==> src/rtl/pgbt_pkg.sv <==
// Shared constants, codes and types of the PIM group busy tracker.
package pgbt_pkg;

    localparam int NUM_GROUPS   = 4;
    localparam int GROUP_ARRAYS = 8;
    localparam int ARRAY_BLOCKS = 16;
    localparam int BLOCK_ROWS   = 32;

    localparam int MASK_ENTRIES = NUM_GROUPS * GROUP_ARRAYS * ARRAY_BLOCKS;

    localparam int GRP_W      = 2;
    localparam int ARR_W      = 3;
    localparam int BLK_W      = 4;
    localparam int ADDR_W     = GRP_W + ARR_W + BLK_W;
    localparam int MASK_W     = 32;
    localparam int TIME_W     = 32;
    localparam int MODE_W     = 4;
    localparam int SEL_W      = 10;
    localparam int SUM_W      = SEL_W + 1;
    localparam int COST_W     = 19;
    localparam int CFG_IDX_W  = 3;
    localparam int CFG_DATA_W = 9;

    localparam logic [MASK_W-1:0] ROW_LIVE  = {MASK_W{1'b1}} >> (MASK_W - BLOCK_ROWS);
    localparam logic [SEL_W-1:0]  ROWS_SAT  = {SEL_W{1'b1}};
    localparam logic [ADDR_W-1:0] CLR_LAST  = ADDR_W'(MASK_ENTRIES - 1);
    localparam logic [BLK_W-1:0]  BLK_LAST  = BLK_W'(ARRAY_BLOCKS - 1);

    localparam logic [MODE_W-1:0] MODE_CHECK        = 4'd0;
    localparam logic [MODE_W-1:0] MODE_NOR          = 4'd1;
    localparam logic [MODE_W-1:0] MODE_SET          = 4'd2;
    localparam logic [MODE_W-1:0] MODE_MASK         = 4'd3;
    localparam logic [MODE_W-1:0] MODE_MUL_RD       = 4'd4;
    localparam logic [MODE_W-1:0] MODE_MV_SINGLE    = 4'd5;
    localparam logic [MODE_W-1:0] MODE_RD_SINGLE    = 4'd6;
    localparam logic [MODE_W-1:0] MODE_WRITE_SINGLE = 4'd7;
    localparam logic [MODE_W-1:0] MODE_WRITE_MUL    = 4'd8;

    localparam logic [CFG_IDX_W-1:0] REG_MASK_COST        = 3'd0;
    localparam logic [CFG_IDX_W-1:0] REG_ARRAY_READ_ROW   = 3'd1;
    localparam logic [CFG_IDX_W-1:0] REG_ARRAY_READ_BUS   = 3'd2;
    localparam logic [CFG_IDX_W-1:0] REG_MOVE_SINGLE      = 3'd3;
    localparam logic [CFG_IDX_W-1:0] REG_READ_SINGLE      = 3'd4;
    localparam logic [CFG_IDX_W-1:0] REG_WRITE_SINGLE     = 3'd5;
    localparam logic [CFG_IDX_W-1:0] REG_WRITE_MULTI_ROW  = 3'd6;

    typedef enum logic [2:0] {
        S_CLEAR,
        S_IDLE,
        S_DISPATCH,
        S_READ,
        S_DRAIN,
        S_COST,
        S_UPDATE
    } t_state;

    typedef struct packed {
        logic              load;
        logic              clr_wr;
        logic              rd_en;
        logic              calc_cost;
        logic              update;
        logic [ADDR_W-1:0] cnt;
    } t_ctrl_cmd;

    typedef struct packed {
        logic whole_read;
        logic one_read;
    } t_dp_status;

endpackage

==> src/rtl/pgbt_ctrl.sv <==
// Controller state machine that sequences clearing, mask reads, cost and update.
module pgbt_ctrl
    import pgbt_pkg::*;
(
    input  logic       i_clk,
    input  logic       i_rst_n,
    input  logic       i_start,
    input  t_dp_status i_status,
    output t_ctrl_cmd  o_cmd,
    output logic       o_busy
);

    t_state            r_state;
    t_state            n_state;
    logic [ADDR_W-1:0] r_cnt;
    logic [ADDR_W-1:0] n_cnt;

    always_ff @(posedge i_clk) begin
        if (!i_rst_n) begin
            r_state <= S_CLEAR;
            r_cnt   <= '0;
        end else begin
            r_state <= n_state;
            r_cnt   <= n_cnt;
        end
    end

    always_comb begin
        n_state = r_state;
        n_cnt   = r_cnt;
        case (r_state)
            S_CLEAR: begin
                if (r_cnt == CLR_LAST) begin
                    n_state = S_IDLE;
                    n_cnt   = '0;
                end else begin
                    n_cnt = r_cnt + ADDR_W'(1);
                end
            end
            S_IDLE: begin
                if (i_start) begin
                    n_state = S_DISPATCH;
                end
            end
            S_DISPATCH: begin
                n_cnt = '0;
                if (i_status.whole_read || i_status.one_read) begin
                    n_state = S_READ;
                end else begin
                    n_state = S_COST;
                end
            end
            S_READ: begin
                n_cnt = r_cnt + ADDR_W'(1);
                if (i_status.one_read || (r_cnt[BLK_W-1:0] == BLK_LAST)) begin
                    n_state = S_DRAIN;
                end
            end
            S_DRAIN: begin
                n_state = S_COST;
            end
            S_COST: begin
                n_state = S_UPDATE;
            end
            S_UPDATE: begin
                n_state = S_IDLE;
            end
            default: begin
                n_state = S_IDLE;
            end
        endcase
    end

    always_comb begin
        o_cmd.load      = (r_state == S_IDLE) && i_start;
        o_cmd.clr_wr    = (r_state == S_CLEAR);
        o_cmd.rd_en     = (r_state == S_READ);
        o_cmd.calc_cost = (r_state == S_COST);
        o_cmd.update    = (r_state == S_UPDATE);
        o_cmd.cnt       = r_cnt;
        o_busy          = (r_state != S_IDLE);
    end

endmodule

==> config.mk <==
export PLATFORM = sky130hd
export DESIGN_NAME = pgbt_ctrl
export DESIGN_NICKNAME = d
export VERILOG_FILES = /design/src/rtl/pgbt_pkg.sv /design/src/rtl/pgbt_ctrl.sv
export SDC_FILE = /design/constraint.sdc
export NUM_CORES = 1
export LEC_CHECK = 0
export CORE_UTILIZATION = 52
export CTS_BUF_LIST = sky130_fd_sc_hd__clkbuf_16
export DETAILED_ROUTE_END_ITERATION = 10
export DONT_BUFFER_PORTS = 1
export GPL_TIMING_DRIVEN = 0
export PLACE_DENSITY = 0.67
export SLEW_MARGIN = 20
export SYNTH_ARGS = -nofsm -noshare
export SYNTH_HDL_FRONTEND = slang
export SYNTH_SLANG_ARGS = --single-unit
==> constraint.sdc <==
create_clock -name i_clk -period 2.2 [get_ports i_clk]
set_clock_uncertainty 0.2 [all_clocks]
set_input_delay 0.44 -clock i_clk [delete_from_list [all_inputs] [get_ports i_clk]]
set_output_delay 0.44 -clock i_clk [all_outputs]
set_load 0.03 [all_outputs]
==> flow_summary.toml <==
[critical_path]
crit_type = "flip-flop to primary output"
critical_path.max_fanout = 10
cp_slowest_cell = "dfxtp_2"
start_kind = "flip-flop"
ff2ff_path_depth = 7
path_cells = "nor2b_4, buf_4, nand2b_2, nor2_4"
crit_path_end_kind = "primary output"
crit_arrival_ps = 1480
crit_required_ps = 1560
critPathMaxStageDelay_ps = 390

[floorplanning]
num_rows = 13
dieArea_mm2 = 0.00159
dieWidth_um = 39.9
core_area_mm2 = 0.00132
start_util_pct = 56.7
dieHeight_um = 39.9
pin_count = 20

[grt]
grt_max_degree = 11
grt_pass1_vias = 646
grt_overflow = 0
grt.total_usage_pct = 27.5
antenna_found_initial = 0
grt_pass1_wl_um = 2860

[pwr]
clock_power_share_pct = 55.6
p_seq_share_pct = 40.6
combPwrFrac_pct = 3.8
switching_power_uw = 127
power_density_mw_per_mm2 = 679
p_sw_share_pct = 21.2
total_leakage_power_nw = 0.330
p_int_uw = 473
vdd_ir_drop_max_mv = 0.498

[drt]
dr.pass1.iters = 4
num_vias = 701
drt-initial-drc-count = 20
drt.antenna.violating_nets = 0
vias_per_cell = 6.32
drcViolationCount = 0
wire_per_inst_um = 16.3
routed_wl_um = 1810

[final_layout]
final_core_util_pct = 67.0
final_cell_mix = "o21ai_0, a21oi_1, dfxtp_1, inv_1, nor2_1"
seq_area_um2 = 251
nFillCells = 118
multi_input_area_um2 = 487
final_cells = 111
final_layout_size_suffix_gt1_share_pct = 17.7
n_antenna_cell = 0
syn_to_final_growth_pct = 18.3
layout.nets = 106

[cts]
cts_max_path_buffers = 2
clock_latency_ps = 240
root_buffer = "clkbuf_16"
cts_sinks = 12
numCtsBuffers = 3
hold_buffers = 0
cts-htree-levels = 1
cts.clk_slew.worst_paths_ps = 40
post-cts-setup-buffer-count = 0
cts_tree = "built"

[place]
dp_cells = 108
pre_cts_ws_ps = -252
port_buffers = 0
dp_hpwl_um = 1180
place_congestion = 0.796

[timing]
finalSetupViolations = 0
setup_ws_ps = 80.9
fin_crit_sh_pct = 96.3
worstMarginPinSlew_ps = 549
hold_violations = 0
finalMaxSlewViolations = 0
clock.fmax_mhz = 472
layout_min_cycle_time_ps = 2120
rsz0062_at_grt = "false"
max_slew_margin_pct = 63.3

[yosys]
synthCells = 93
synth-seq-cells = 12
yosys.cell_types.count = 31
avgSynthCellArea_um2 = 8.03
synth-edff-count = 0
yosys_warnings = 0
synth_fp_nets = 101
async_flop_share_pct = 0
seq_area_frac_synth_pct = 32.2
syn_area_um2 = 747
synth_ff_type = "dfxtp_1"

[flow_run]
max_cap_violations = 0

[min_path]
hold-path-cell-count = 2
holdCritPathClass = "input port to flip-flop"

[run_status]
status = "finished, final reports clean"
==> routing by layer <==
metal	track usage [%]	up-vias	wire length, um
met4	10.3	0	25
li1	-	351	-
met2	47.6	18	891
met3	5.68	4	51
met1	32.7	328	838
met5	0	-	0
==> state kept, by name, summed over array words and instances (netlist names) <==
signal / flops
r_state: 3
r_cnt: 9
==> stage by stage <==
| step | total power [mW] | hold slack, ps | setup TNS, ps | area, um2 |
|---|---|---|---|---|
| global route | 0.616 | 188 | 0 | 883 |
| detailed placement | 0.267 | 455 | -1530 | 766 |
| global placement | 0.267 | 445 | -1360 | 766 |
| CTS | 0.598 | 186 | 0 | 867 |
| finish | 0.599 | 177 | 0 | 883 |
| floorplan | 0.262 | 425 | 0 | 747 |
==> synth_stat cells (all sizes together) (2+ instances only) <==
master	count	area, um2
dfxtp	12	240
o21ai	8	40.0
a21oi	7	35.0
nor2	7	26.3
inv	6	22.5
nor2b	4	32.5
o211ai	4	30.0
o31ai	4	30.0
or4	4	30.0
buf	3	15.0
clkbuf	3	11.3
ha	3	37.5
nand2	3	11.3
nor3b	3	22.5
nor4	3	18.8
a21boi	2	15.0
and2	2	12.5
mux2i	2	20.0
nand3	2	15.0
o31a	2	17.5
or3	2	12.5
==> worst max-delay path: cells and delay by family, from the launching register on <==
family	cells	cell delay, ps
AND/OR/NAND/NOR	3	640
flip-flops	1	390
buffers and inverters	1	200
==> timing repair <==
action,4_1_cts,5_1_grt
setup endpoints to repair,11,9
pin swaps,1,1
gates resized for setup,9,5
==> path summary, 6_finish.rpt <==
kind | start | to | slack, ps
max reg2reg | r_cnt[0]$_SDFFE_PN0P_ | r_cnt[2]$_SDFFE_PN0P_ | 170
min reg2reg | r_cnt[3]$_SDFFE_PN0P_ | r_cnt[3]$_SDFFE_PN0P_ | 380
min | i_rst_n | r_cnt[3]$_SDFFE_PN0P_ | 180
max | r_state[0]$_SDFFE_PN0P_ | o_cmd[13] | 80
==> power groups by stage <==
stage / Clock [mW] / Sequential (mW) / Combinational, mW
global placement: 0 / 0.246 / 0.0207
detailed placement: 0 / 0.246 / 0.0213
finish: 0.333 / 0.244 / 0.0226
CTS: 0.332 / 0.243 / 0.0222
floorplan: 0 / 0.244 / 0.0176
global route: 0.345 / 0.244 / 0.0269
==> cell families (layout without fill, tap and decap cells) <==
| group | after synthesis | in the layout | share of synthesized area, % |
|---|---|---|---|
| and+or+nand+nor | 37 | 37 | 31.2 |
| DFF | 12 | 12 | 32.2 |
| adders and majority gates | 3 | 3 | 5.03 |
| muxes | 2 | 2 | 2.68 |
| buffers and inverters | 12 | 15 | 6.53 |
| AOI/OAI and AO/OA | 27 | 27 | 22.4 |
==> cell type report <==
type                    count  share of cell area [%]
plain buffers               6                    3.26
multi-input cells          69                    55.1
clock buffers               3                    8.50
inverters                   6                    2.55
flip-flops and latches     12                    28.5
well taps                  15                    2.12
Power figures use the tool's default switching activity.
